`src/hw/rtl/screen_power_and_charge_events_defines.svh`:
```
// Assertion macros shared by the screen power and charge event block.
// Depends on nothing; expects signals named clock and reset in the including scope.
`ifndef SCREEN_POWER_AND_CHARGE_EVENTS_DEFINES_SVH
`define SCREEN_POWER_AND_CHARGE_EVENTS_DEFINES_SVH

// same-cycle implication, masked during reset
`define SPCE_ASSERT_NOW(label, ante, cons) \
   label: assert property (@(posedge clock) disable iff (reset) (ante) |-> (cons)) \
      else $error("spce assertion failed");

// next-cycle implication, masked during reset
`define SPCE_ASSERT_NEXT(label, ante, cons) \
   label: assert property (@(posedge clock) disable iff (reset) (ante) |=> (cons)) \
      else $error("spce assertion failed");

`endif

```
`src/hw/rtl/spce_pkg.sv`:
```
// Shared types, constants and helpers for the screen power and charge event block.
// Depends on nothing.
package spce_pkg;

   localparam int unsigned POLL_TICKS       = 10;
   localparam int unsigned TICKS_PER_SECOND = 5;
   localparam int unsigned RESET_TIMEOUT    = 30;

   localparam int TIMEOUT_W   = 12;
   localparam int IDLE_W      = 16;
   localparam int LIMIT_W     = TIMEOUT_W + 7;
   localparam int POLL_W      = 8;
   localparam int MV_W        = 13;
   localparam int PCT_W       = 7;
   localparam int SPCT_W      = 8;
   localparam int MAX_RESULTS = 3;
   localparam int SLOT_W      = 2;

   localparam logic [IDLE_W-1:0]        IDLE_MAX     = '1;
   localparam logic signed [SPCT_W-1:0] PERCENT_NONE = -8'sd1;

   typedef enum logic [2:0] {
      EV_SCREEN_OFF   = 3'd0,
      EV_SCREEN_ON    = 3'd1,
      EV_UPDATE       = 3'd2,
      EV_CHARGE_START = 3'd3,
      EV_CHARGE_DONE  = 3'd4,
      EV_VBUS_OFF     = 3'd5
   } event_code_type;

   typedef struct packed {
      logic present;
      logic vbus;
      logic charging;
      logic full;
   } flags_type;

   typedef struct packed {
      logic [MV_W-1:0]          millivolts;
      logic signed [SPCT_W-1:0] percent;
      flags_type                flags;
   } status_type;

   typedef struct packed {
      logic             user_activity;
      logic             request_off;
      logic             request_on;
      logic             touch_line;
      logic             sample_ok;
      logic [MV_W-1:0]  millivolts;
      logic [PCT_W-1:0] percent;
      flags_type        flags;
   } item_type;

   typedef struct packed {
      logic              screen_off;
      logic              wake_pending;
      logic [IDLE_W-1:0] idle;
      logic [POLL_W-1:0] poll;
      status_type        status;
   } state_type;

   typedef struct packed {
      event_code_type code;
      logic           screen_off;
      status_type     status;
   } result_type;

   localparam state_type STATE_RESET = '{
      screen_off:   1'b0,
      wake_pending: 1'b0,
      idle:         '0,
      poll:         '0,
      status:       '{millivolts: '0, percent: PERCENT_NONE, flags: '0}
   };

   // idle tick threshold for a timeout in seconds; zero disables the auto off
   function automatic logic [LIMIT_W-1:0] timeout_limit(logic [TIMEOUT_W-1:0] seconds);
      return LIMIT_W'(seconds) * LIMIT_W'(TICKS_PER_SECOND);
   endfunction

   localparam logic [LIMIT_W-1:0] RESET_LIMIT = LIMIT_W'(RESET_TIMEOUT * TICKS_PER_SECOND);

endpackage

```
`src/hw/rtl/spce_tick_eval.sv`:
```
// Per-tick decision logic: screen requests, touch wake, idle timeout, battery poll.
// Depends on spce_pkg.
module spce_tick_eval
   import spce_pkg::*;
(
   input  state_type                         cur,
   input  item_type                          item,
   input  logic [LIMIT_W-1:0]                limit,
   output state_type                         nxt,
   output result_type [MAX_RESULTS-1:0]      slots,
   output logic [SLOT_W-1:0]                 count
);

   function automatic result_type make_result(event_code_type c, logic o, status_type s);
      result_type r;
      r.code       = c;
      r.screen_off = o;
      r.status     = s;
      return r;
   endfunction

   always_comb begin
      logic [SLOT_W-1:0] n;
      logic [POLL_W-1:0] poll_inc;
      flags_type         prev;
      event_code_type    bcode;

      nxt   = cur;
      slots = '0;
      n     = '0;
      prev  = cur.status.flags;
      bcode = EV_UPDATE;

      // idle count: clear on activity, otherwise count up and saturate
      if (item.user_activity) begin
         nxt.idle = '0;
      end else if (cur.idle != IDLE_MAX) begin
         nxt.idle = cur.idle + 1'b1;
      end

      if (item.request_off && !nxt.screen_off) begin
         nxt.screen_off   = 1'b1;
         nxt.wake_pending = 1'b0;
         slots[n] = make_result(EV_SCREEN_OFF, 1'b1, nxt.status);
         n = n + 1'b1;
      end

      // activity counts as an on request only if the tick began with the screen off
      if ((item.request_on || (item.user_activity && cur.screen_off)) && nxt.screen_off) begin
         nxt.screen_off = 1'b0;
         nxt.idle       = '0;
         slots[n] = make_result(EV_SCREEN_ON, 1'b0, nxt.status);
         n = n + 1'b1;
      end

      if (nxt.screen_off) begin
         if (!item.touch_line) begin
            if (nxt.wake_pending) begin
               nxt.wake_pending = 1'b0;
               nxt.screen_off   = 1'b0;
               nxt.idle         = '0;
               slots[n] = make_result(EV_SCREEN_ON, 1'b0, nxt.status);
               n = n + 1'b1;
            end else begin
               nxt.wake_pending = 1'b1;
            end
         end else begin
            nxt.wake_pending = 1'b0;
         end
      end else if ((limit != '0) && (LIMIT_W'(nxt.idle) >= limit)) begin
         nxt.screen_off   = 1'b1;
         nxt.wake_pending = 1'b0;
         slots[n] = make_result(EV_SCREEN_OFF, 1'b1, nxt.status);
         n = n + 1'b1;
      end

      poll_inc = cur.poll + 1'b1;
      if (poll_inc >= POLL_W'(POLL_TICKS)) begin
         nxt.poll = '0;
         if (item.sample_ok) begin
            nxt.status.millivolts = item.millivolts;
            nxt.status.percent    = item.flags.present ? SPCT_W'(item.percent) : PERCENT_NONE;
            nxt.status.flags      = item.flags;
            if ((!prev.vbus && item.flags.vbus) || (!prev.charging && item.flags.charging)) begin
               bcode = EV_CHARGE_START;
            end else if (!prev.full && item.flags.full) begin
               bcode = EV_CHARGE_DONE;
            end else if (prev.vbus && !item.flags.vbus) begin
               bcode = EV_VBUS_OFF;
            end
            slots[n] = make_result(bcode, nxt.screen_off, nxt.status);
            n = n + 1'b1;
         end
      end else begin
         nxt.poll = poll_inc;
      end

      count = n;
   end

endmodule

```
`src/hw/rtl/screen_power_and_charge_events.sv`:
```
// Top level of the screen power and charge event block: input register, tick
// evaluation, result buffer and the configuration register. Depends on spce_pkg,
// spce_tick_eval and screen_power_and_charge_events_defines.svh.

// One transaction on the req_ channel is one 200 ms tick. A tick gives zero to three
// result transactions on the rsp_ channel (screen off/on events, then at most one
// battery event), the final one flagged by rsp_last_of_tick; a tick with no screen
// change and no valid battery sample at the poll gives none. An accepted tick waits in
// the input register, is evaluated in a single pass into a three-entry result buffer,
// and the buffer drains one result per cycle while rsp_stall is low. The input register
// can take one more tick while results drain and holds it until the final one leaves.
// A tick's results pass from the input register into the result buffer once the buffer
// is free. The result port is the bottleneck.
// csr_wr_data sets the screen timeout in seconds (0 disables the auto off, reset
// value 30); a write also clears the idle count. Write it only while no tick is in
// flight.
`include "screen_power_and_charge_events_defines.svh"

module screen_power_and_charge_events
   import spce_pkg::*;
(
   input  logic                     clock,
   input  logic                     reset,

   input  logic                     req_valid,
   output logic                     req_stall,
   input  logic                     req_user_activity,
   input  logic                     req_request_off,
   input  logic                     req_request_on,
   input  logic                     req_touch_line,
   input  logic                     req_sample_ok,
   input  logic [MV_W-1:0]          req_sample_millivolts,
   input  logic [PCT_W-1:0]         req_sample_percent,
   input  logic                     req_sample_present,
   input  logic                     req_sample_vbus,
   input  logic                     req_sample_charging,
   input  logic                     req_sample_full,

   output logic                     rsp_valid,
   input  logic                     rsp_stall,
   output logic [2:0]               rsp_event_code,
   output logic                     rsp_last_of_tick,
   output logic                     rsp_screen_is_off,
   output logic [MV_W-1:0]          rsp_status_millivolts,
   output logic signed [SPCT_W-1:0] rsp_status_percent,
   output logic                     rsp_status_present,
   output logic                     rsp_status_vbus,
   output logic                     rsp_status_charging,
   output logic                     rsp_status_full,

   input  logic                     csr_wr_en,
   input  logic [TIMEOUT_W-1:0]     csr_wr_data
);

   // input register
   logic                         in_valid_ff, in_valid_in;
   item_type                     in_item_ff,  in_item_in;

   // block state and timeout threshold
   state_type                    state_ff,    state_in;
   logic [LIMIT_W-1:0]           limit_ff,    limit_in;

   // result buffer
   logic                         out_valid_ff, out_valid_in;
   result_type [MAX_RESULTS-1:0] out_slots_ff, out_slots_in;
   logic [SLOT_W-1:0]            out_count_ff, out_count_in;
   logic [SLOT_W-1:0]            out_idx_ff,   out_idx_in;

   // evaluation outputs
   state_type                    eval_state;
   result_type [MAX_RESULTS-1:0] eval_slots;
   logic [SLOT_W-1:0]            eval_count;

   logic       accept;
   logic       advance;
   logic       out_take;
   logic       out_last;
   result_type cur_result;

   spce_tick_eval u_eval (
      .cur   (state_ff),
      .item  (in_item_ff),
      .limit (limit_ff),
      .nxt   (eval_state),
      .slots (eval_slots),
      .count (eval_count)
   );

   // handshake: the held tick moves on once the buffer is empty or its final result leaves
   assign cur_result = out_slots_ff[out_idx_ff];
   assign out_last   = (out_idx_ff == out_count_ff - 1'b1);
   assign out_take   = out_valid_ff && !rsp_stall;
   assign advance    = in_valid_ff && (!out_valid_ff || (out_take && out_last));
   assign req_stall  = in_valid_ff && !advance;
   assign accept     = req_valid && !req_stall;

   always_comb begin
      in_valid_in  = in_valid_ff;
      in_item_in   = in_item_ff;
      state_in     = state_ff;
      limit_in     = limit_ff;
      out_valid_in = out_valid_ff;
      out_slots_in = out_slots_ff;
      out_count_in = out_count_ff;
      out_idx_in   = out_idx_ff;

      // capture a new tick, or drop the one that moved on
      if (accept) begin
         in_valid_in = 1'b1;
         in_item_in  = '{
            user_activity: req_user_activity,
            request_off:   req_request_off,
            request_on:    req_request_on,
            touch_line:    req_touch_line,
            sample_ok:     req_sample_ok,
            millivolts:    req_sample_millivolts,
            percent:       req_sample_percent,
            flags:         '{present:  req_sample_present,
                             vbus:     req_sample_vbus,
                             charging: req_sample_charging,
                             full:     req_sample_full}
         };
      end else if (advance) begin
         in_valid_in = 1'b0;
      end

      // commit the tick: update state and load its results
      if (advance) begin
         state_in     = eval_state;
         out_valid_in = (eval_count != '0);
         out_slots_in = eval_slots;
         out_count_in = eval_count;
         out_idx_in   = '0;
      end else if (out_take) begin
         if (out_last) begin
            out_valid_in = 1'b0;
         end else begin
            out_idx_in = out_idx_ff + 1'b1;
         end
      end

      // a timeout write restarts the idle count
      if (csr_wr_en) begin
         limit_in      = timeout_limit(csr_wr_data);
         state_in.idle = '0;
      end
   end

   always_ff @(posedge clock) begin
      if (reset) begin
         in_valid_ff  <= 1'b0;
         out_valid_ff <= 1'b0;
         state_ff     <= STATE_RESET;
         limit_ff     <= RESET_LIMIT;
      end else begin
         in_valid_ff  <= in_valid_in;
         out_valid_ff <= out_valid_in;
         state_ff     <= state_in;
         limit_ff     <= limit_in;
      end
   end

   // payload, no reset
   always_ff @(posedge clock) begin
      in_item_ff   <= in_item_in;
      out_slots_ff <= out_slots_in;
      out_count_ff <= out_count_in;
      out_idx_ff   <= out_idx_in;
   end

   assign rsp_valid             = out_valid_ff;
   assign rsp_event_code        = cur_result.code;
   assign rsp_last_of_tick      = out_last;
   assign rsp_screen_is_off     = cur_result.screen_off;
   assign rsp_status_millivolts = cur_result.status.millivolts;
   assign rsp_status_percent    = cur_result.status.percent;
   assign rsp_status_present    = cur_result.status.flags.present;
   assign rsp_status_vbus       = cur_result.status.flags.vbus;
   assign rsp_status_charging   = cur_result.status.flags.charging;
   assign rsp_status_full       = cur_result.status.flags.full;

   // the read pointer stays inside the loaded results
   `SPCE_ASSERT_NOW(a_idx_in_range, out_valid_ff, out_idx_ff < out_count_ff)
   // stall the input only while a tick is held
   `SPCE_ASSERT_NOW(a_stall_needs_tick, req_stall, in_valid_ff)
   // no battery means the stored percent reads as minus one
   `SPCE_ASSERT_NOW(a_percent_none, !state_ff.status.flags.present,
                    state_ff.status.percent == PERCENT_NONE)
   // a timeout write always leaves the idle count cleared
   `SPCE_ASSERT_NEXT(a_csr_clears_idle, csr_wr_en, state_ff.idle == '0)

endmodule

```
`config.mk`:
```
export PLATFORM = sky130hd
export DESIGN_NAME = screen_power_and_charge_events
export DESIGN_NICKNAME = d
export VERILOG_FILES = /design/src/hw/rtl/spce_pkg.sv /design/src/hw/rtl/spce_tick_eval.sv /design/src/hw/rtl/screen_power_and_charge_events.sv
export VERILOG_INCLUDE_DIRS = /design/src /design/src/hw/rtl
export SDC_FILE = /design/constraint.sdc
export NUM_CORES = 1
export LEC_CHECK = 0
export BUFFER_PORTS_ARGS = -buffer_cell sky130_fd_sc_hd__buf_2
export CAP_MARGIN = 20
export CORE_AREA = 5 5 150 152
export DETAILED_ROUTE_END_ITERATION = 10
export DIE_AREA = 0 0 155 157
export GPL_TIMING_DRIVEN = 0
export SLEW_MARGIN = 20
export SYNTH_ARGS = -nofsm -noshare
export SYNTH_HDL_FRONTEND = slang
export SYNTH_SLANG_ARGS = --single-unit
```
`constraint.sdc`:
```
create_clock -name clock -period 5.6 [get_ports clock]
set_input_delay 0.56 -clock clock [delete_from_list [all_inputs] [get_ports clock]]
set_output_delay 0.56 -clock clock [all_outputs]
set_load 0.02 [all_outputs]
```
## After elaboration in Yosys (flattened, before gate mapping)

Index checks and enable logic that the tools add are counted.

- Add/subtract/negate cells: 7
- Multiply operators: 1
- Divide/modulo/power cells: 0
- Magnitude comparators: 9
- Eq/ne operators: 2
- Shifts and indexed selects: 0
- Mux-type cells: 53
- Bitwise logic cells: 1
- Reductions and logical operators: 37

Operators with widths:

| operator | count |
|---|---|
| $mux 87 | 7 |
| $bwmux 87 | 4 |
| $demux 29 s2 | 3 |
| $mux 29 | 4 |
| $mux 16 | 6 |
| $bmux 29 s2 | 1 |
| $mux 26 | 1 |
| $mux 2 | 10 |
| $reduce_bool 19->1 | 1 |
| $add 16x1->16 const B | 1 |
| $ge 16x15->1 | 1 |
| $logic_and 1x1->1 | 16 |
| $mux 8 | 2 |
| $ne 16x16->1 const B | 1 |
| $mul 12x3->15 const B | 1 |
| $mux 3 | 5 |
| $mux 1 | 10 |
| $logic_not 1->1 | 9 |
| $lt 2x3->1 const B | 3 |
| $add 8x1->8 const B | 1 |
| $ge 8x4->1 const B | 1 |
| $reduce_bool 2->1 | 4 |
| $add 2x1->2 const B | 3 |
| $ge 2x1->1 const B | 2 |
| other kinds (10) | 13 |

- Bits in registers: 188
- Bits in latches: 0
- Memory bits (writable): 0
- ROM bits: 0
- Bits of input ports: 46
- Output and inout bits: 32
- Memories kept: 0

## Logic depth before layout (Yosys ltp)

Gate-level depths: netlist of the first run.

- Depth after elaboration: 16
- Depth in mapped cells: 23

## By module

Synthesis of the first run repeated with hierarchy kept, for this count alone.

- Cell total of the unflattened synthesis: 1,030
- Area, all modules: 10,385.0 um^2

By module, submodules not included:

| module | times used | cells an instance | area an instance (um^2) |
|---|---|---|---|
| screen_power_and_charge_events | 1 | 535 | 7,399.6 |
| spce_tick_eval | 1 | 495 | 2,985.4 |

## Worst setup path after synthesis of the first run

OpenSTA, ideal clock, no wires.

- Path kind: flip-flop to flip-flop
- Start: reg state_ff[33] (netlist bit)
- End: reg out_slots_ff[38] (netlist bit) (data pin)
- Library setup time: 270 ps
- Arrival time: 4,540 ps
- Required time: 5,330 ps
- Slack: 790 ps
- Stages on the path, launching flop included: 23
- Clock period less this slack: 4,810 ps
- Cells stage by stage: dfxtp_1 ha_1 nand4_1 nor4_2 or3_1 nor2_1 xnor2_1 nor2_1 ha_1 a21boi_0 o31ai_1 o311a_1 a21oi_4 or2_1 buf_6 xnor2_1 inv_1 ha_1 and3_1 clkbuf_1 a221oi_2 buf_2 a211oi_2

RTL lines:

| what | RTL line | source |
|---|---|---|
| start, declared | screen_power_and_charge_events.sv:60 | `state_type state_ff, state_in;` |
| start signal, assigned | screen_power_and_charge_events.sv:158 | `state_ff <= state_in;` |
| end signal, assigned | screen_power_and_charge_events.sv:166 | `out_slots_ff <= out_slots_in;` |
| end, declared | screen_power_and_charge_events.sv:65 | `result_type [MAX_RESULTS-1:0] out_slots_ff, out_slots_in;` |

==> results of run 1 <==
## per-layer routing
| metal | GRT usage (%) | share of wire (%) |
|---|---|---|
| met1 | 24.6 | 43 |
| met2 | 35.5 | 50 |
| met3 | 3.77 | 4.3 |
| met4 | 7.36 | 2.2 |
| met5 | 0 | 0 |
## timing repair
| action | 4_1_cts | 5_1_grt |
|---|---|---|
| pin swaps | 0 | 2 |
| buffers inserted | 1 | 3 |
| hold buffers | 0 | 0 |
| resized for setup | 4 | 10 |
| setup endpoints to repair | 57 | 63 |
## placed cells by master (no fill, tap or decap), drive strengths merged, types with 4 or more instances in the layout
master   instances
inv             35
nand2b           4
nor4             7
nor2b           17
clkbuf          59
clkinv           5
edfxtp         118
a21oi           88
o21ai           45
nor2            82
o2bb2ai          8
nand2          168
a22oi           11
a22o            19
o211ai          13
and3            10
xor2             7
buf             96
mux2i           39
xnor2           15
or2              6
or3              5
dfxtp           70
nand4           11
nor3            13
a21o             4
ha              47
a211oi          19
nand3           12
## cells by family after synthesis
logic type / Yosys count / synth area share, %
and+or+nand+nor: 346 / 16.1
muxes: 41 / 4.28
buffers and inverters: 86 / 3.91
adders and majority gates: 48 / 6.31
DFF: 188 / 51.3
AOI/OAI and AO/OA: 236 / 16.1
xor gates and xnor gates: 22 / 2.00
## Yosys cell counts (all sizes together) (7+ instances only)
cell type,n,area share (%)
xnor2,15,1.4
ha,47,6.1
nor2b,17,1.1
inv,28,1.1
o2bb2ai,8,0.73
o21ai,45,2.3
a22oi,11,0.86
a211oi,19,1.6
nand2,168,6.5
dfxtp,70,15
o211ai,13,1.0
buf,14,1.1
a21oi,88,4.7
nor4,7,0.58
xor2,7,0.64
nor2,82,3.2
and3,10,0.65
mux2i,39,4.1
a22o,19,1.7
nor3,13,0.68
nand4,11,0.84
nand3,12,0.62
clkbuf,43,1.7
edfxtp,118,37
## stage by stage
| stage | power [mW] | cell area (sq um) |
|---|---|---|
| 6_report | 3.26 | 11100 |
| 5_1_grt | 3.37 | 11100 |
| 4_1_cts | 3.28 | 11100 |
| 3_5_place_dp | 2.03 | 10400 |
| 3_3_place_gp | 2.03 | 10400 |
| 2_1_floorplan | 1.87 | 9640 |
## area by class of cell
class	count	area, sq um	area share, %
Clock buffer	17	425	3.84
Buffer	56	272	2.45
Tap cell	275	344	3.10
Multi-Input combinational cell	693	4340	39.2
Timing Repair Buffer	82	465	4.20
Sequential cell	188	4940	44.6
Inverter	29	114	1.03
Clock inverter	15	180	1.62
## critical path: stages, from the launching register on
cell and delay (ns):
dfxtp_1 0.35, ha_1 0.27, nand4_1 0.18, nor4_4 0.08
or3_1 0.38, or3_1 0.33, a21oi_1 0.26, ha_1 0.30
nand3_1 0.09, a21boi_0 0.08, o31ai_1 0.26, o311a_1 0.30
a21oi_4 0.11, or2_1 0.23, buf_6 0.14, o21ai_1 0.27
inv_1 0.10, ha_1 0.20, and3_1 0.16, clkbuf_1 0.25
clkbuf_2 0.32, a22o_1 0.29
## path summary, 6_finish.rpt
check                           cells after the start                          to  slack, ns
worst min-delay path                                1     in_item_ff[3]$_DFFE_PP_       0.28
worst max register to register                     21  out_slots_ff[74]$_DFFE_PP_       0.39
worst min register to register                      2   state_ff[18]$_SDFFE_PP0P_       0.49
worst max-delay path                               21  out_slots_ff[74]$_DFFE_PP_       0.39
## where the power goes
part | switching, mW | internal (mW)
clock | 0.579 | 0.676
combinational | 0.287 | 0.152
sequential | 0.0321 | 1.53
total | 0.898 | 2.36
## state kept, by name (all words and copies together), names as in the netlist
signal	cells
in_item_ff	29
out_count_ff	2
out_idx_ff	2
in_valid_ff	1
out_slots_ff	87
state_ff	51
limit_ff	15
rsp_valid	1
==> flow_summary.yaml, run 1 <==
status:
  status: "complete, no violations"
grt:
  overflow: 0
  grt_pass1_wl_microns: 38400
  track_usage_pct: 20.1
  antenna_found_initial: 0
  grt_pass1_vias: 7336
  grt_max_degree: 73
setup_path:
  cp-end-kind: "register"
  critPathLaunch: "state_ff[33]$_SDFFE_PP0P_"
  start_kind: "register"
  worstPathRequired_ns: 5.80
  crit_arrival_ns: 5.42
  r2r_start: "state_ff[33]$_SDFFE_PP0P_"
  path_class: "reg2reg"
  cp_max_fo: 10
timing:
  whs_ns: 0.280
  rsz0062_at_grt: "no"
  slew_viol_final: 0
  finalSetupTns_ns: 0
  slew_headroom_pct: 34.6
  timing.final.crit_share_pct: 93.1
  layout_setup_ws_ns: 0.387
  period_needed_ns: 5.21
  hold_viol: 0
  finalSetupViolations: 0
  tightest_slew_ns: 0.980
  fmax_mhz: 192
  finClkSkew_ns: 0.00900
synthesis:
  synth_nets: 1061
  synthFlopType: "edfxtp_1"
  syn_area_sq_um: 9640
  synth_edf_count: 118
  yosysUniqueCellTypes: 67
  ys_seq_elements: 188
  yosysSeqAreaShare_pct: 51.3
  async_reset_ff_share_pct: 0
  synthesis.instances: 967
  avgSynthCellArea_sq_um: 9.97
  synth_warnings: 0
drt:
  ant_nets: 0
  drt_wl_total_microns: 23900
  routed-via-count: 7384
  first_pass_iters: 5
  vias_per_cell: 5.45
  drc: 0
  wl_per_cell_microns: 17.6
  drtIter0Drc: 520
hold_path:
  hold_path.class: "in2reg"
  worstHoldStart: "req_sample_present"
die:
  dieArea_sq_um: 24300
  die-width_microns: 155
  pin_count: 78
  die_h_microns: 157
  core-area_sq_um: 20900
  std_cell_rows: 53
  start_util_pct: 46.1
clock_network:
  clkSinkCount: 188
  worstSkewPairLatency_ns: 0.45
  cts_buffers: 17
  cts_tree: "yes"
  cts-root-buf: "clkbuf_16"
  clk_pin_slew_ns: 0.07
  htreeDepth: 4
  clockBufferDepth: 2
final_layout:
  nets: 1161
  final_cells: 1355
  drive_above_1_share_pct: 14.1
  fillerInstances: 1905
  insertedDiodeCount: 0
  final_util_pct: 53.1
  area_growth_pct: 15.1
pwr:
  power_density_nw_per_um2: 294
  ir_drop_uv: 177
  leakagePower_nw: 4.06
run:
  max_cap_viol_count: 0
place:
  port_buffers: 76
  dp_cells: 1320
  place_congestion: 0.833
  dpl.hpwl_microns: 16800
  dp_slack_ns: -0.354
Note: power is estimated with default switching activity, not from simulation.
==> run 2: changes to the inputs <==
==> constraint.sdc (replaced) <==
create_clock -name clock -period 5.3 [get_ports clock]
set_input_delay 0.53 -clock clock [delete_from_list [all_inputs] [get_ports clock]]
set_output_delay 0.53 -clock clock [all_outputs]
set_load 0.02 [all_outputs]
==> run 2 against run 1 <==
Global-route usage about the same. Non-clock buffer count is 1 lower. Final cell count about the same. Wire length rose by 0.30%. Power up 5.6%. Utilization grew 0.090 points. Critical endpoint is now out_slots_ff[49]$_DFFE_PP_. Worst setup slack worse by 0.16 ns.
==> flow_summary.yaml, run 2 (same netlist as run 1, synthesis figures left out) <==
pwr:
  power.total_mw: 3.44
  power_density_nw_per_um2: 310
  leakagePower_nw: 4.07
  ir_drop_uv: 187
grt:
  track_usage_pct: 20.1
  grt_pass1_wl_microns: 38400
  grt_pass1_vias: 7345
  antenna_found_initial: 0
  overflow: 0
  grt_max_degree: 73
setup_path:
  reg2reg_slack_ns: 0.23
  crit_slowest_cell: "dfxtp_1"
  reg2reg_to: "out_slots_ff[49]$_DFFE_PP_"
  worstPathRequired_ns: 5.50
  cp_max_fo: 10
  cp-end-kind: "register"
  slowest_delay_ns: 0.43
  path_class: "reg2reg"
  rr_worst_depth: 21
  start_kind: "register"
  r2r_start: "state_ff[33]$_SDFFE_PP0P_"
  crit_arrival_ns: 5.27
  crit_chain: "ha_2 > nand4_1 > nor4_4 > or3_4 > o21ai_0 > a21oi_1 > ha_1 > nand3_1 > a21boi_0 > o31ai_1 > o311a_1 > a21oi_4 > or2_1 > buf_6 > xnor2_2 > inv_1 > ha_1 > and3_1 > a221oi_4 > buf_4 > a21oi_1"
hold_path:
  whs_endpoint: "in_item_ff[3]$_DFFE_PP_"
  worstHoldStart: "req_sample_present"
  hold_path.class: "in2reg"
  hold_depth: 1
drt:
  vias_per_cell: 5.46
  drtIter0Drc: 519
  drt_wl_total_microns: 24000
  wl_per_cell_microns: 17.7
  drc: 0
  first_pass_iters: 6
  routed-via-count: 7392
  ant_nets: 0
clock_network:
  clockBufferDepth: 2
  cts_tree: "yes"
  worstSkewPairLatency_ns: 0.45
  cts-root-buf: "clkbuf_16"
  clkSinkCount: 188
  clk_pin_slew_ns: 0.07
  cts_buffers: 17
  htreeDepth: 4
  cts_hold_buf: 0
die:
  dieArea_sq_um: 24300
  std_cell_rows: 53
  core-area_sq_um: 20900
  die_h_microns: 157
  pin_count: 78
  start_util_pct: 46.1
  die-width_microns: 155
timing:
  slew_headroom_pct: 35.3
  slew_viol_final: 0
  hold_viol: 0
  finClkSkew_ns: 0.00957
  finalSetupViolations: 0
  period_needed_ns: 5.07
  fmax_mhz: 197
  timing.final.crit_share_pct: 95.7
  tightest_slew_ns: 0.971
final_layout:
  multiInputGateArea_sq_um: 4360
  nets: 1160
  final_cells: 1354
  final_common_cell: "nand2_1"
  largest-register: "out_slots_ff"
  regArea_sq_um: 4940
  insertedDiodeCount: 0
  largest_reg_flops: 87
  top_regs: "out_slots_ff x87, state_ff x51, in_item_ff x29"
  final_cell_mix: "nand2_1 (168), edfxtp_1 (118), a21oi_1 (87)"
  drive_above_1_share_pct: 14.6
  fillerInstances: 1905
  area_growth_pct: 15.3
place:
  dpl.hpwl_microns: 16800
  place_congestion: 0.833
  port_buffers: 76
  dp_cells: 1320
run:
  max_cap_viol_count: 0
status:
  status: "complete, no violations"
## run 2: worst max-delay path by stage
stage / startpoint / endpoint / slack (ns) / cells after the start
finish: state_ff[33]$_SDFFE_PP0P_ / out_slots_ff[49]$_DFFE_PP_ / 0.23 / 21
detailed placement: state_ff[33]$_SDFFE_PP0P_ / out_slots_ff[49]$_DFFE_PP_ / -0.65 / 22
CTS: state_ff[33]$_SDFFE_PP0P_ / out_slots_ff[74]$_DFFE_PP_ / 0.13 / 21
global route: state_ff[33]$_SDFFE_PP0P_ / out_slots_ff[6]$_DFFE_PP_ / -0.02 / 22
floorplan: state_ff[33]$_SDFFE_PP0P_ / out_slots_ff[38]$_DFFE_PP_ / 0.49 / 22
global placement: out_idx_ff[1]$_SDFFE_PP0P_ / state_ff[20]$_SDFFE_PP0P_ / -1.03 / 10
## run 2: critical path: cells and delay by family, from the launching register on
kind / cells / cell delay [ns]
AO/OA/AOI/OAI: 8 / 1.44
flip-flops: 1 / 0.43
XOR/XNOR: 1 / 0.24
buffers and inverters: 3 / 0.48
adder cells (fa/ha/maj): 3 / 0.77
AND/OR/NAND/NOR: 6 / 1.43
## run 2: per-stage QoR
stage / hold WS (ns) / TNS (ns) / area, sq um / utilization, % / setup WS (ns)
finish: 0.250 / 0 / 11100 / 53.2 / 0.229
global route: 0.243 / -0.167 / 11100 / 53.2 / -0.0213
CTS: 0.233 / 0 / 11100 / 53.0 / 0.131
detailed placement: 0.479 / -25.12 / 10400 / 49.9 / -0.654
global placement: 0.474 / -54.70 / 10400 / 49.6 / -1.03
floorplan: 0.461 / 0 / 9640 / - / 0.490
## run 2: report_power, final
group / total [mW] / switching (mW) / internal (mW) / leakage [nW]
logic: 0.465 / 0.304 / 0.162 / 2.06
clock network: 1.32 / 0.609 / 0.714 / 0.294
registers: 1.65 / 0.0342 / 1.62 / 1.71
total: 3.44 / 0.947 / 2.49 / 4.07
## run 2: layout make-up
| cell class | count | area share (%) |
|---|---|---|
| plain buffers | 55 | 2.47 |
| clock buffers | 17 | 3.83 |
| clock inverters | 15 | 1.62 |
| inverters | 29 | 1.02 |
| multi-input cells | 693 | 39.3 |
| flip-flops and latches | 188 | 44.5 |
| well taps | 275 | 3.10 |
| repair buffers | 82 | 4.19 |
## run 2: repair_timing
item / in CTS / in global routing
pin swaps: 2 / 2
setup buffers: 3 / 1
resized for setup: 9 / 13
setup endpoints to repair: 64 / 64
## run 2: layer usage
| metal | global-route usage (%) | share of wire (%) | up-vias | wire [microns] |
|---|---|---|---|---|
| li1 | - | - | 3688 | - |
| met1 | 24.7 | 43 | 3480 | 10200 |
| met2 | 35.5 | 51 | 181 | 12100 |
| met3 | 3.77 | 4.4 | 43 | 1050 |
| met4 | 7.36 | 2.3 | 0 | 546 |
| met5 | 0 | 0 | - | 0 |
